**config.mk**
```make
export PLATFORM = sky130hd
export DESIGN_NAME = quad_load_cell_adc_serial_reader_core_flat
export DESIGN_NICKNAME = d
export VERILOG_FILES = /design/src/rtl/qlc_pkg.sv /design/src/rtl/qlc_in_if.sv /design/src/rtl/quad_load_cell_adc_serial_reader_core.sv /design/src/rtl/qlc_seq.sv /design/src/flat_wrapper.sv
export SDC_FILE = /design/constraint.sdc
export NUM_CORES = 1
export LEC_CHECK = 0
export ABC_AREA = 1
export BUFFER_PORTS_ARGS = -buffer_cell sky130_fd_sc_hd__buf_2
export CAP_MARGIN = 20
export CORE_AREA = 2 2 158 160
export CTS_CLUSTER_SIZE = 30
export DETAILED_ROUTE_END_ITERATION = 7
export DIE_AREA = 0 0 160 162
export PLACE_DENSITY_LB_ADDON = 0.2
export SETUP_SLACK_MARGIN = 0.4
export SLEW_MARGIN = 20
export SYNTH_ARGS = -nofsm -noshare
export SYNTH_HDL_FRONTEND = slang
export SYNTH_HIERARCHICAL = 1
export SYNTH_SLANG_ARGS = --single-unit
```
**constraint.sdc**
```tcl
create_clock -name clk -period 13.79 [get_ports clk]
set_input_delay 2.0685 -clock clk [delete_from_list [all_inputs] [get_ports clk]]
set_output_delay 2.0685 -clock clk [all_outputs]
set_load 0.005 [all_outputs]
```
**src/rtl/qlc_pkg.sv**
```systemverilog
// Package for the quad load cell ADC serial reader: types, constants, helpers.
package qlc_pkg;

  // Number of converter lanes carried by the ports
  localparam int unsigned LANES = 4;
  // Number of populated converters; lanes at or above this are ignored
  localparam int unsigned CHIPS = 4;
  localparam int unsigned WORD_W = 24;
  localparam int unsigned CNT_W = 5;

  // Clock pulses that carry data bits
  localparam logic [CNT_W-1:0] DATA_PULSES = CNT_W'(WORD_W);

  // Lanes taking part in the ready check and in sampling
  localparam logic [LANES-1:0] ACTIVE_MASK =
    (CHIPS >= LANES) ? {LANES{1'b1}} : LANES'((1 << CHIPS) - 1);

  // Gain select codes
  localparam logic [1:0] GAIN_128  = 2'd0;
  localparam logic [1:0] GAIN_64   = 2'd1;
  localparam logic [1:0] GAIN_32   = 2'd2;
  localparam logic [1:0] GAIN_RSVD = 2'd3;

  // Read sequencer phase, one-hot
  typedef enum logic [2:0] {
    PH_IDLE  = 3'b001,
    PH_WAIT  = 3'b010,
    PH_SHIFT = 3'b100
  } phase_t;

  typedef logic [WORD_W-1:0] word_t;

  // What one tick produces
  typedef struct packed {
    logic                    clock_out;
    logic                    busy_res;
    logic                    result_valid;
    logic [LANES-1:0][WORD_W-1:0] values;
  } tick_res_t;

  // Extra pulses after the data bits select the next channel/gain
  function automatic logic [CNT_W-1:0] extra_pulses(input logic [1:0] gain);
    logic [CNT_W-1:0] n;
    unique case (gain)
      GAIN_64:  n = CNT_W'(3);
      GAIN_32:  n = CNT_W'(2);
      default:  n = CNT_W'(1);
    endcase
    return n;
  endfunction

endpackage

```
**src/rtl/qlc_in_if.sv**
```systemverilog
// Channel interfaces: tick input, tick result and gain configuration.
interface qlc_in_if;
  logic                         valid;
  logic                         ready;
  logic                         read_request;
  logic [qlc_pkg::LANES-1:0]    dout_lines;

  modport source (output valid, output read_request, output dout_lines, input ready);
  modport sink   (input valid, input read_request, input dout_lines, output ready);
endinterface

interface qlc_out_if;
  logic                         valid;
  logic                         ready;
  logic                         clock_out;
  logic                         busy_res;
  logic                         result_valid;
  logic [qlc_pkg::WORD_W-1:0]   value_chip0;
  logic [qlc_pkg::WORD_W-1:0]   value_chip1;
  logic [qlc_pkg::WORD_W-1:0]   value_chip2;
  logic [qlc_pkg::WORD_W-1:0]   value_chip3;

  modport source (output valid, output clock_out, output busy_res, output result_valid,
                  output value_chip0, output value_chip1, output value_chip2,
                  output value_chip3, input ready);
  modport sink   (input valid, input clock_out, input busy_res, input result_valid,
                  input value_chip0, input value_chip1, input value_chip2,
                  input value_chip3, output ready);
endinterface

interface qlc_cfg_if;
  logic       valid;
  logic       ready;
  logic [1:0] gain_select;

  modport source (output valid, output gain_select, input ready);
  modport sink   (input valid, input gain_select, output ready);
endinterface

```
**src/rtl/quad_load_cell_adc_serial_reader_core.sv**
```systemverilog
// Top level of the quad load cell ADC serial reader.
// Each request on the input channel is one half-period tick of the shared serial
// clock and yields exactly one result request carrying the clock level to drive,
// the busy flag, a completion flag and the last delivered word of every converter
// (top bit inverted, offset binary). A read starts on a tick with read_request
// while idle, waits until every data line is low, then runs 24 data pulses and
// 1 to 3 gain pulses; a full read spans 2 * (24 + extra) ticks plus the request
// tick and the wait ticks, the last of which sees all lines low.
// The block takes one tick per clock cycle while its output register is free or
// being drained; a result is registered in the cycle after its tick is accepted
// and sits in a single output register, refilled in the same cycle it is taken.
// gain_select is written over the cfg channel, always ready; code 3 is ignored.
module quad_load_cell_adc_serial_reader_core (
  input  logic         clk,
  input  logic         rst_n,
  qlc_in_if.sink       in_ch,
  qlc_out_if.source    out_ch,
  qlc_cfg_if.sink      cfg_ch
);

  logic               gain_we;
  logic [1:0]         gain_sel_r;
  logic               in_acc;
  logic               out_vld_r;
  qlc_pkg::tick_res_t res;
  qlc_pkg::tick_res_t res_r;

  // Gain register; reserved code keeps the old value
  assign cfg_ch.ready = 1'b1;
  assign gain_we      = cfg_ch.valid && (cfg_ch.gain_select != qlc_pkg::GAIN_RSVD);

  always_ff @(posedge clk) begin
    if (!rst_n) begin
      gain_sel_r <= qlc_pkg::GAIN_128;
    end else if (gain_we) begin
      gain_sel_r <= cfg_ch.gain_select;
    end
  end

  // Accept a tick whenever the output register is free or being drained
  assign in_ch.ready = !out_vld_r || out_ch.ready;
  assign in_acc      = in_ch.valid && in_ch.ready;

  qlc_seq u_seq (
    .clk          (clk),
    .rst_n        (rst_n),
    .tick_en      (in_acc),
    .read_request (in_ch.read_request),
    .dout_lines   (in_ch.dout_lines),
    .gain_select  (gain_sel_r),
    .res          (res)
  );

  // Output register
  always_ff @(posedge clk) begin
    if (!rst_n) begin
      out_vld_r <= 1'b0;
    end else if (in_acc) begin
      out_vld_r <= 1'b1;
    end else if (out_ch.ready) begin
      out_vld_r <= 1'b0;
    end
  end

  always_ff @(posedge clk) begin
    if (in_acc) begin
      res_r <= res;
    end
  end

  assign out_ch.valid        = out_vld_r;
  assign out_ch.clock_out    = res_r.clock_out;
  assign out_ch.busy_res     = res_r.busy_res;
  assign out_ch.result_valid = res_r.result_valid;
  assign out_ch.value_chip0  = res_r.values[0];
  assign out_ch.value_chip1  = res_r.values[1];
  assign out_ch.value_chip2  = res_r.values[2];
  assign out_ch.value_chip3  = res_r.values[3];

endmodule

```
**src/rtl/qlc_seq.sv**
```systemverilog
// Read sequencer: phase, pulse counter, clock level, shift and held words.
module qlc_seq (
  input  logic                       clk,
  input  logic                       rst_n,
  input  logic                       tick_en,
  input  logic                       read_request,
  input  logic [qlc_pkg::LANES-1:0]  dout_lines,
  input  logic [1:0]                 gain_select,
  output qlc_pkg::tick_res_t         res
);

  qlc_pkg::phase_t                  phase_r, phase_nxt;
  logic [qlc_pkg::CNT_W-1:0]        cnt_r, cnt_nxt;
  logic [qlc_pkg::CNT_W-1:0]        cnt_inc;
  logic                             clk_lvl_r, clk_lvl_nxt;
  qlc_pkg::word_t [qlc_pkg::LANES-1:0] shift_r, shift_nxt;
  qlc_pkg::word_t [qlc_pkg::LANES-1:0] held_r, held_nxt;
  logic [qlc_pkg::LANES-1:0]        bits;

  assign bits    = dout_lines & qlc_pkg::ACTIVE_MASK;
  assign cnt_inc = cnt_r + qlc_pkg::CNT_W'(1);

  // Next state and tick outputs
  always_comb begin
    phase_nxt        = phase_r;
    cnt_nxt          = cnt_r;
    clk_lvl_nxt      = clk_lvl_r;
    shift_nxt        = shift_r;
    held_nxt         = held_r;
    res.clock_out    = 1'b0;
    res.busy_res     = 1'b0;
    res.result_valid = 1'b0;
    unique case (phase_r)
      qlc_pkg::PH_IDLE: begin
        if (read_request) begin
          phase_nxt    = qlc_pkg::PH_WAIT;
          res.busy_res = 1'b1;
        end
      end
      qlc_pkg::PH_WAIT: begin
        res.busy_res = 1'b1;
        // all converters signal data ready by pulling low
        if (bits == '0) begin
          phase_nxt   = qlc_pkg::PH_SHIFT;
          cnt_nxt     = '0;
          clk_lvl_nxt = 1'b0;
          shift_nxt   = '0;
        end
      end
      qlc_pkg::PH_SHIFT: begin
        res.busy_res = 1'b1;
        if (!clk_lvl_r) begin
          // high tick: sample MSB first while data pulses remain
          res.clock_out = 1'b1;
          clk_lvl_nxt   = 1'b1;
          if (cnt_r < qlc_pkg::DATA_PULSES) begin
            for (int k = 0; k < int'(qlc_pkg::LANES); k++) begin
              shift_nxt[k] = {shift_r[k][qlc_pkg::WORD_W-2:0], bits[k]};
            end
          end
        end else begin
          // low tick: count the pulse, finish after the gain pulses
          clk_lvl_nxt = 1'b0;
          cnt_nxt     = cnt_inc;
          if (cnt_inc >= qlc_pkg::DATA_PULSES + qlc_pkg::extra_pulses(gain_select)) begin
            for (int k = 0; k < int'(qlc_pkg::LANES); k++) begin
              held_nxt[k] = qlc_pkg::ACTIVE_MASK[k]
                ? {~shift_r[k][qlc_pkg::WORD_W-1], shift_r[k][qlc_pkg::WORD_W-2:0]}
                : '0;
            end
            res.result_valid = 1'b1;
            phase_nxt        = qlc_pkg::PH_IDLE;
            cnt_nxt          = '0;
          end
        end
      end
      default: begin
        phase_nxt = qlc_pkg::PH_IDLE;
      end
    endcase
    res.values = held_nxt;
  end

  // Control state
  always_ff @(posedge clk) begin
    if (!rst_n) begin
      phase_r   <= qlc_pkg::PH_IDLE;
      cnt_r     <= '0;
      clk_lvl_r <= 1'b0;
      held_r    <= '0;
    end else if (tick_en) begin
      phase_r   <= phase_nxt;
      cnt_r     <= cnt_nxt;
      clk_lvl_r <= clk_lvl_nxt;
      held_r    <= held_nxt;
    end
  end

  // Shift words are cleared on entry to the shift phase
  always_ff @(posedge clk) begin
    if (tick_en) begin
      shift_r <= shift_nxt;
    end
  end

endmodule

```
**src/flat_wrapper.sv**
```systemverilog
// flat-port wrapper written by rule: the top's interface ports become plain ports
module quad_load_cell_adc_serial_reader_core_flat 
  (clk, rst_n, in_ch_valid, in_ch_read_request, in_ch_dout_lines, in_ch_ready, out_ch_valid, out_ch_clock_out, out_ch_busy_res, out_ch_result_valid, out_ch_value_chip0, out_ch_value_chip1, out_ch_value_chip2, out_ch_value_chip3, out_ch_ready, cfg_ch_valid, cfg_ch_gain_select, cfg_ch_ready);
  qlc_in_if in_ch_i ();
  qlc_out_if out_ch_i ();
  qlc_cfg_if cfg_ch_i ();
  input  logic clk;
  input  logic rst_n;
  input wire logic [$bits(in_ch_i.valid)-1:0] in_ch_valid;
  input wire logic [$bits(in_ch_i.read_request)-1:0] in_ch_read_request;
  input wire logic [$bits(in_ch_i.dout_lines)-1:0] in_ch_dout_lines;
  output wire logic [$bits(in_ch_i.ready)-1:0] in_ch_ready;
  output wire logic [$bits(out_ch_i.valid)-1:0] out_ch_valid;
  output wire logic [$bits(out_ch_i.clock_out)-1:0] out_ch_clock_out;
  output wire logic [$bits(out_ch_i.busy_res)-1:0] out_ch_busy_res;
  output wire logic [$bits(out_ch_i.result_valid)-1:0] out_ch_result_valid;
  output wire logic [$bits(out_ch_i.value_chip0)-1:0] out_ch_value_chip0;
  output wire logic [$bits(out_ch_i.value_chip1)-1:0] out_ch_value_chip1;
  output wire logic [$bits(out_ch_i.value_chip2)-1:0] out_ch_value_chip2;
  output wire logic [$bits(out_ch_i.value_chip3)-1:0] out_ch_value_chip3;
  input wire logic [$bits(out_ch_i.ready)-1:0] out_ch_ready;
  input wire logic [$bits(cfg_ch_i.valid)-1:0] cfg_ch_valid;
  input wire logic [$bits(cfg_ch_i.gain_select)-1:0] cfg_ch_gain_select;
  output wire logic [$bits(cfg_ch_i.ready)-1:0] cfg_ch_ready;
  assign in_ch_i.valid = in_ch_valid;
  assign in_ch_i.read_request = in_ch_read_request;
  assign in_ch_i.dout_lines = in_ch_dout_lines;
  assign in_ch_ready = in_ch_i.ready;
  assign out_ch_valid = out_ch_i.valid;
  assign out_ch_clock_out = out_ch_i.clock_out;
  assign out_ch_busy_res = out_ch_i.busy_res;
  assign out_ch_result_valid = out_ch_i.result_valid;
  assign out_ch_value_chip0 = out_ch_i.value_chip0;
  assign out_ch_value_chip1 = out_ch_i.value_chip1;
  assign out_ch_value_chip2 = out_ch_i.value_chip2;
  assign out_ch_value_chip3 = out_ch_i.value_chip3;
  assign out_ch_i.ready = out_ch_ready;
  assign cfg_ch_i.valid = cfg_ch_valid;
  assign cfg_ch_i.gain_select = cfg_ch_gain_select;
  assign cfg_ch_ready = cfg_ch_i.ready;
  quad_load_cell_adc_serial_reader_core u_core (.clk(clk), .rst_n(rst_n), .in_ch(in_ch_i), .out_ch(out_ch_i), .cfg_ch(cfg_ch_i));
endmodule
```
==> results of run 1 <==
[Yosys cell counts]
master / count
nor2_2: 1
nor2_1: 298
dfxtp_1: 108
a21boi_2: 1
buf_1: 13
nand2_1: 419
clkbuf_1: 32
edfxtp_1: 195
conb_1: 1
a21oi_1: 5
nor2_4: 1
nand3_2: 2
nand4_2: 1
nand3b_1: 2
buf_2: 9
buf_6: 8
inv_1: 215
buf_4: 3
inv_2: 4
nand2_2: 1
nand3_4: 1
nand4_1: 3
o21ai_0: 4
ha_1: 4
nand3_1: 107
[report_power, final]
group          leakage [µW]  total, µW  switching, µW  internal, µW
clock              0.000489        831            333           498
combinational       0.00397        153           96.5          56.5
sequential          0.00278       1040           19.5          1020
total               0.00723       2020            449          1580
[cells by family (layout without fill, tap and decap cells)]
group | count (synthesis) | count (layout)
buffers and inverters | 284 | 395
AND/OR/NAND/NOR | 836 | 836
other | 1 | 2
AO/OA/AOI/OAI | 10 | 10
adder cells (fa/ha/maj) | 4 | 4
flip-flops | 303 | 303
[layout make-up]
type / count / area, µm² / area share [%]
Tap cell: 324 / 405 / 2.82
Antenna cell: 1 / 2.50 / 0.0174
Timing Repair Buffer: 120 / 646 / 4.49
Sequential cell: 303 / 8020 / 55.7
Clock inverter: 14 / 176 / 1.23
Inverter: 219 / 823 / 5.72
Clock buffer: 42 / 837 / 5.82
Multi-Input combinational cell: 851 / 3480 / 24.2
[sequential cells by signal (all words and copies together) (netlist names)]
name and count:
u_core/gain_sel_r 2, u_core/out_ch.clock_out 1, u_core/out_ch.value_chip3 24, u_core/out_ch.value_chip2 24, u_core/u_seq/held_r 96, u_core/out_ch.valid 1
u_core/out_ch.busy_res 1, u_core/out_ch.result_valid 1, u_core/out_ch.value_chip0 24, u_core/u_seq/cnt_r 5, u_core/u_seq/phase_r 3, u_core/out_ch.value_chip1 24
u_core/u_seq/clk_lvl_r 1, u_core/u_seq/shift_r 96
[stage by stage]
stage / instances / cell area (µm²)
after floorplan: 1438 / 12600
after global placement: 1816 / 13300
after detailed placement: 1816 / 13300
after CTS: 1872 / 14400
after global routing: 1873 / 14400
final: 1874 / 14400
[critical path: stages]
cell and delay [ns]:
buf_2 0.07, inv_1 0.07, a21oi_4 0.15, buf_12 0.71, nand3_1 0.31, a21oi_4 0.84, buf_4 0.81
[how the worst min path moves through the flow]
stage,endpoint,depth (start not counted)
2_1_floorplan,u_core/gain_sel_r[0],2
3_3_place_gp,u_core/u_seq/cnt_r[4],2
3_5_place_dp,u_core/gain_sel_r[0],2
4_1_cts,u_core/gain_sel_r[0],2
5_1_grt,u_core/gain_sel_r[0],2
6_report,u_core/gain_sel_r[0],2
[layer usage]
metal / wire length (µm) / part of all wire, % / vias to the layer above
met5: 0 / 0 / -
met4: 337 / 1.5 / 0
met3: 1140 / 4.9 / 24
met2: 10800 / 47 / 186
met1: 10900 / 47 / 4137
li1: - / - / 4589
==> flow_metrics.py, run 1 <==
metrics = {
    "status": {
        "status": "finished clean",
    },
    "drt": {
        "viasPerCell": 4.77,
        "wl_per_cell_um": 12.3,
        "vias": 8936,
        "drtIter0Drc": 628,
        "drc": 0,
        "wl_mm": 23.1,
        "drtAntennaViolNets": 0,
        "drtPass1Iterations": 4,
    },
    "critical_path": {
        "critical_path.endpoint": "u_core/u_seq/shift_r[4]",
        "timing.rr.start": "u_core/out_ch.valid",
        "worst-setup-path-type": "input port to flip-flop",
        "path_max_fanout": 223,
        "rrSetupSlack_ns": 10.09,
        "r2r-end": "u_core/u_seq/shift_r[4]",
        "arrival_ns": 5.16,
        "crit_path_start_kind": "input port",
        "required_ns": 13.95,
        "crit_start": "out_ch_ready",
        "reg2regPathDepth": 5,
        "crit_path_end_kind": "flip-flop",
    },
    "clock_network": {
        "cts.htree.levels": 1,
        "cts_tree": "done",
        "cts_setup_buffers": 0,
        "cts_resized": 0,
        "postCtsHoldBufs": 0,
        "cts_sinks": 303,
        "clkTransAtPathRegs_ns": 0.06,
        "clk_latency_ns": 0.54,
        "cts_buffers": 30,
        "cts_buffer_depth": 3,
        "root_buffer": "clkbuf_16",
    },
    "timing": {
        "drv_slew": 0,
        "skew_ns": 0.0102,
        "setup_tns_ns": 0,
        "finalSetupViolCount": 0,
        "final.setup.worst_slack_ns": 8.79,
        "whs_ns": 0.471,
        "hold_viol": 0,
        "fmax_mhz": 200,
        "relSlewSlack_pct": 32.3,
        "rsz0062_at_grt": "no",
        "finalCriticalPeriod_ns": 5.00,
        "worstMarginPinSlew_ns": 1.02,
        "fin_crit_sh_pct": 36.2,
    },
    "worst_hold_path": {
        "hold_start": "u_core/gain_sel_r[0]",
        "hold_path.class": "flip-flop to flip-flop",
    },
    "logic_synthesis": {
        "synth.yosys.seq_area_share_pct": 63.6,
        "synth_largest_area_cell": "edfxtp_1",
        "synthMuxAreaShare_pct": 0,
        "yosys.area_share.simple_pct": 26.4,
        "synth_area_per_cell_um2": 8.77,
        "synthTopCellsByArea": "edfxtp_1 46%, dfxtp_1 17%, nand2_1 12%",
        "netlist_instances": 1438,
        "synth_top_family_by_area": "simple AND/OR/NAND/NOR gates",
        "synth.distinct_cells": 25,
        "syn-num-nets": 1454,
        "synth_seq_cells": 303,
        "synth_xor_area_share_pct": 0,
        "synth_fa_ha_area_share_pct": 0.397,
        "syn-cell-area_um2": 12600,
        "synth_top_area_share_pct": 46.4,
        "synth-compound-area-share_pct": 0.446,
        "yosysWarnings": 6,
    },
    "global_routing": {
        "grt_max_degree": 224,
        "grtUsageMet3_pct": 2.50,
        "met2_usage_pct": 30.3,
        "grt_pass1_wl_mm": 38.2,
        "grt_usage_pct": 17.7,
        "grt_pass1_vias": 8141,
        "antenna_found_initial": 1,
        "grtUsageMet1_pct": 24.1,
        "busiest_layer": "met2",
        "grt_overflow": 0,
    },
    "finish": {
        "area_delta_synth_final_pct": 14.1,
        "nNetsFinal": 1541,
        "final_cell_mix": "419 x nand2_1, 298 x nor2_1, 215 x inv_1, 195 x edfxtp_1, 112 x buf_2",
        "final_core_util_pct": 59.7,
        "fillCellCount": 2136,
        "final_common_cell": "nand2_1",
        "drive_gt1_share_pct": 11.6,
    },
    "die": {
        "die_w_um": 160,
        "initial_core_util_pct": 52.3,
        "core_um2": 24100,
        "dieHeight_um": 162,
        "dieArea_um2": 25900,
        "io-pin-count": 114,
        "fp-row-count": 57,
    },
    "power_and_ir_drop": {
        "cellPowerDensity_nw_per_um2": 141,
        "finalPower_uw": 2020,
        "p_leak_uw": 0.00723,
        "vdd_drop_max_uv": 82.9,
    },
    "placed_design": {
        "post-place-ws_ns": 8.17,
        "gp_congestion": 0.749,
        "portBuffers": 112,
        "hpwl_mm": 12.9,
    },
    "flow_run": {
        "drv_cap": 0,
    },
}
(Power assumes the default switching activity.)
==> run 2: changes to the inputs <==
CORE_AREA = 2 2 150 152   (was 2 2 158 160)
DIE_AREA = 0 0 152 154   (was 0 0 160 162)
clock period = 4.6 ns   (was 13.79 ns; I/O delays follow)
==> run 2 against run 1 <==
  * Power grew to 2.9 times the previous value
  * Register-to-register slack worse by 8.4 ns
  * Routed wire length is 1.8% higher
  * Clock power grew to 2.9 times the previous value
  * Largest cell class unchanged
==> flow_metrics.py, run 2 (same netlist as run 1, synthesis figures left out) <==
metrics = {
    "drt": {
        "wl_met3_mm": 1.16,
        "highest_layer": "met4",
        "drtPass1Iterations": 5,
        "viasPerCell": 4.90,
        "wl_per_cell_um": 12.8,
        "vias": 8983,
        "drtIter0Drc": 566,
        "drtAntennaViolNets": 0,
        "wl_met1_mm": 10.7,
        "dr_wl_met2_mm": 11.2,
        "wl_mm": 23.5,
        "drc": 0,
    },
    "power_and_ir_drop": {
        "p_leak_uw": 0.00724,
        "combPwrFrac_pct": 7.8,
        "p_clk_share_pct": 39.7,
        "p_sw_uw": 1320,
        "switching_share_pct": 22.1,
        "p_int_uw": 4640,
        "vdd_drop_max_uv": 309,
        "power_frac_seq_pct": 52.5,
        "cellPowerDensity_nw_per_um2": 415,
        "finalPower_uw": 5960,
    },
    "critical_path": {
        "worst-setup-path-type": "flip-flop to flip-flop",
        "path_max_fanout": 41,
        "crit_path_start_kind": "flip-flop",
        "arrival_ns": 3.35,
        "required_ns": 5.07,
        "crit_path_end_kind": "flip-flop",
        "reg2regPathDepth": 11,
    },
    "placed_design": {
        "gp_congestion": 0.774,
        "hpwl_mm": 13.4,
        "post-place-ws_ns": 1.69,
        "portBuffers": 112,
    },
    "finish": {
        "drive_gt1_share_pct": 11.8,
        "reg.largest.list": "u_core/u_seq/held_r: 96 flops, u_core/u_seq/shift_r: 96 flops",
        "final_core_util_pct": 66.1,
        "register_area_um2": 8020,
        "final_cell_mix": "419 x nand2_1, 298 x nor2_1, 213 x inv_1, 195 x edfxtp_1, 112 x buf_2",
        "multi_input_area_um2": 3490,
        "diodes": 0,
        "nNetsFinal": 1545,
        "final_common_cell": "nand2_1",
        "area_delta_synth_final_pct": 13.7,
        "fillCellCount": 1712,
    },
    "status": {
        "status": "finished clean",
    },
    "timing": {
        "skew_ns": 0.0162,
        "setup_tns_ns": 0,
        "finalCriticalPeriod_ns": 2.88,
        "rsz0062_at_grt": "no",
        "relSlewSlack_pct": 28.1,
        "fmax_mhz": 347,
        "finalSetupViolCount": 0,
        "fin_crit_sh_pct": 62.6,
        "hold_viol": 0,
        "drv_slew": 0,
        "final.setup.worst_slack_ns": 1.72,
        "worstMarginPinSlew_ns": 1.08,
    },
    "die": {
        "fp-row-count": 54,
        "dieArea_um2": 23400,
        "die_w_um": 152,
        "io-pin-count": 114,
        "core_um2": 21700,
        "dieHeight_um": 154,
        "initial_core_util_pct": 58.1,
    },
    "clock_network": {
        "cts.htree.levels": 1,
        "root_buffer": "clkbuf_16",
        "cts_buffer_depth": 3,
        "postCtsHoldBufs": 0,
        "cts_buffers": 31,
        "clk_latency_ns": 0.54,
        "clkTransAtPathRegs_ns": 0.06,
        "cts_tree": "done",
        "cts_sinks": 303,
        "cts_setup_buffers": 0,
        "cts_resized": 0,
    },
    "flow_run": {
        "drv_cap": 0,
    },
    "worst_hold_path": {
        "hold_path.class": "input port to flip-flop",
        "min_path_cells": 3,
    },
    "global_routing": {
        "grt_pass1_wl_mm": 39.2,
        "grt_usage_pct": 19.9,
        "grt_overflow": 0,
        "antenna_found_initial": 0,
        "grt_pass1_vias": 8455,
        "grt_max_degree": 154,
    },
}
-- run 2: power by group through the flow --
stage | Clock [µW] | Sequential, µW | Combinational [µW]
2_1_floorplan | 0 | 3180 | 318
3_3_place_gp | 0 | 3180 | 445
3_5_place_dp | 0 | 3180 | 464
4_1_cts | 2430 | 3130 | 469
5_1_grt | 2530 | 3140 | 536
6_report | 2370 | 3130 | 464
-- run 2: worst paths after layout --
| path | start | to | slack, ns |
|---|---|---|---|
| setup / recovery | u_core/u_seq/cnt_r[0] | u_core/u_seq/held_r[5] | 1.72 |
| hold / removal | in_ch_valid | u_core/out_ch.valid | 0.42 |
| setup reg to reg | u_core/u_seq/cnt_r[0] | u_core/u_seq/held_r[5] | 1.72 |
| hold reg to reg | u_core/u_seq/cnt_r[4] | u_core/u_seq/cnt_r[4] | 0.47 |
-- run 2: layout make-up --
cell class	instances	share of cell area, %
clock buffers	50	6.40
well taps	280	2.44
multi-input cells	851	24.3
flip-flops and latches	303	55.9
clock inverters	7	0.428
inverters	219	5.83
repair buffers	123	4.66
-- run 2: critical path: stages (launching register included) --
cell,delay [ns]
dfxtp_1,0.44
ha_1,0.30
ha_1,0.28
nand2_1,0.06
nand3_2,0.10
nand3_2,0.10
nor2_4,0.82
buf_4,0.37
nand2_1,0.10
nand3_1,0.08
nand2_1,0.06
inv_1,0.06
-- run 2: metal layers --
metal / vias to the layer above / global-route usage (%)
met5: - / 0
met4: 0 / 5.47
met3: 44 / 3.02
met1: 4149 / 27.0
met2: 194 / 33.9
li1: 4596 / -
-- run 2: per-stage QoR --
stage | hold slack (ns) | instance area (µm²) | instances
2_1_floorplan | 0.437 | 12700 | 1438
3_3_place_gp | 0.459 | 13400 | 1776
3_5_place_dp | 0.465 | 13400 | 1776
4_1_cts | 0.402 | 14300 | 1833
5_1_grt | 0.434 | 14300 | 1833
6_report | 0.424 | 14300 | 1833
==> run 3: changes to the inputs <==
CORE_AREA = 2 2 158 160   (was 2 2 150 152)
DIE_AREA = 0 0 160 162   (was 0 0 152 154)
clock period = 2.6 ns   (was 4.6 ns; I/O delays follow)
==> run 3 against run 2 <==
  * Combinational power rose by 81%
  * Sequential share of layout area fell by 1.6 points
  * Cell count rose by 3.2%
  * Critical path depth did not move
  * Non-clock buffer count rose by 10
  * Final area rose by 2.9%
  * Worst hold slack got worse by 0.26 ns
  * First-iteration DRC count rose by 37%
  * Clock power rose by 96%
  * Clock skew fell by 0.0046 ns
  * Register-to-register slack got worse by 1.2 ns
  * Largest cell class unchanged
  * Flip-flop and latch count did not move
  * Critical path type unchanged
==> flow_metrics.py, run 3 (same netlist as run 1, synthesis figures left out) <==
metrics = {
    "clock_network": {
        "cts_buffer_depth": 3,
        "cts.htree.levels": 2,
        "root_buffer": "clkbuf_16",
        "cts_tree": "done",
        "clkTransAtPathRegs_ns": 0.06,
        "cts_sinks": 303,
        "clk_latency_ns": 0.50,
        "cts_buffers": 34,
    },
    "drt": {
        "vias": 9065,
        "drtAntennaViolNets": 0,
        "viasPerCell": 4.79,
        "wl_per_cell_um": 12.9,
        "wl_mm": 24.4,
        "drtIter0Drc": 774,
        "drtPass1Iterations": 7,
        "drc": 0,
    },
    "die": {
        "core_um2": 24100,
        "die_w_um": 160,
        "dieHeight_um": 162,
        "io-pin-count": 114,
        "initial_core_util_pct": 52.3,
        "fp-row-count": 57,
        "dieArea_um2": 25900,
    },
    "finish": {
        "final_cell_mix": "419 x nand2_1, 297 x nor2_1, 212 x inv_1, 195 x edfxtp_1, 112 x buf_2",
        "drive_gt1_share_pct": 12.8,
        "area_delta_synth_final_pct": 17.0,
        "register_area_um2": 8020,
        "fillCellCount": 2077,
        "diodes": 0,
        "nNetsFinal": 1558,
        "final_common_cell": "nand2_1",
        "multi_input_area_um2": 3500,
        "reg.largest.list": "u_core/u_seq/held_r: 96 flops, u_core/u_seq/shift_r: 96 flops",
        "finish.instance_area_um2": 14800,
    },
    "worst_hold_path": {
        "hold_path.class": "input port to flip-flop",
    },
    "global_routing": {
        "grt_usage_pct": 18.3,
        "antenna_found_initial": 0,
        "grt_pass1_wl_mm": 39.1,
        "grt_overflow": 0,
        "grt_max_degree": 116,
        "grt_pass1_vias": 8238,
    },
    "timing": {
        "hold_viol": 0,
        "finalCriticalPeriod_ns": 2.12,
        "relSlewSlack_pct": 57.7,
        "drv_slew": 0,
        "rsz0062_at_grt": "yes",
        "setup_tns_ns": 0,
        "worstMarginPinSlew_ns": 0.634,
        "skew_ns": 0.0116,
        "whs_ns": 0.169,
        "fmax_mhz": 472,
        "fin_crit_sh_pct": 81.6,
        "finalSetupViolCount": 0,
    },
    "critical_path": {
        "crit_path_start_kind": "flip-flop",
        "required_ns": 2.83,
        "path_max_fanout": 17,
        "rrSetupSlack_ns": 0.48,
        "crit_path_end_kind": "flip-flop",
        "worst-setup-path-type": "flip-flop to flip-flop",
        "arrival_ns": 2.35,
    },
    "placed_design": {
        "portBuffers": 112,
        "place_area_um2": 13500,
        "gp_congestion": 0.787,
        "hpwl_mm": 13.7,
    },
    "power_and_ir_drop": {
        "p_leak_uw": 0.00740,
        "vdd_drop_max_uv": 445,
        "cellPowerDensity_nw_per_um2": 746,
    },
    "status": {
        "status": "finished clean",
    },
    "flow_run": {
        "drv_cap": 0,
    },
}
==> run 3: final cells by class <==
type                    instances  share of cell area [%]
flip-flops and latches        303                    54.4
multi-input cells             851                    23.7
clock buffers                  54                    6.98
repair buffers                133                    6.09
inverters                     219                    5.67
well taps                     324                    2.75
clock inverters                 7                   0.450
==> run 3: final timing paths <==
kind,depth (start not counted),endpoint,startpoint
hold reg to reg,2,u_core/u_seq/cnt_r[4],u_core/u_seq/cnt_r[4]
hold / removal,3,u_core/out_ch.valid,in_ch_valid
setup reg to reg,11,u_core/out_ch.value_chip1[11],u_core/gain_sel_r[0]
setup / recovery,11,u_core/out_ch.value_chip1[11],u_core/gain_sel_r[0]
==> run 3: stage by stage <==
step | utilization, % | power [µW] | std cells | worst slack, ns
global route | 61.2 | 11500 | 1891 | 0.377
floorplan | - | 6200 | 1438 | -2.27
finish | 61.2 | 11000 | 1891 | 0.480
CTS | 60.7 | 11100 | 1886 | 0.421
detailed placement | 56.1 | 6470 | 1825 | 0.275
global placement | 56.1 | 6430 | 1825 | 0.377
==> run 3: timing repair <==
| item | 4_1_cts | 5_1_grt |
|---|---|---|
| hold buffers | 0 | 0 |
| setup buffers | 0 | 2 |
| resized for setup | 2 | 10 |
| endpoints found under the setup margin | 137 | 173 |
| cloned | 0 | 3 |
| pin swaps | 0 | 1 |
==> run 3: power breakdown <==
part	switching, µW	total (µW)	internal, µW
combinational	523	840	318
clock	1820	4640	2820
sequential	110	5530	5420
==> run 3: critical path, stage by stage (launching register included) <==
cell and delay [ns]:
dfxtp_1 0.33, inv_1 0.04, ha_1 0.30, ha_1 0.29, nand2_1 0.09, nand3_2 0.12, nand3_2 0.12, nor2_4 0.07
buf_12 0.14, clkbuf_16 0.18, nand2_1 0.09, nand2_1 0.09
==> run 3: routing by layer <==
metal | wire, µm | global-route usage, %
met1 | 11200 | 25.2
met2 | 11400 | 29.7
met3 | 1360 | 3.58
met5 | 0 | 0
met4 | 393 | 5.65
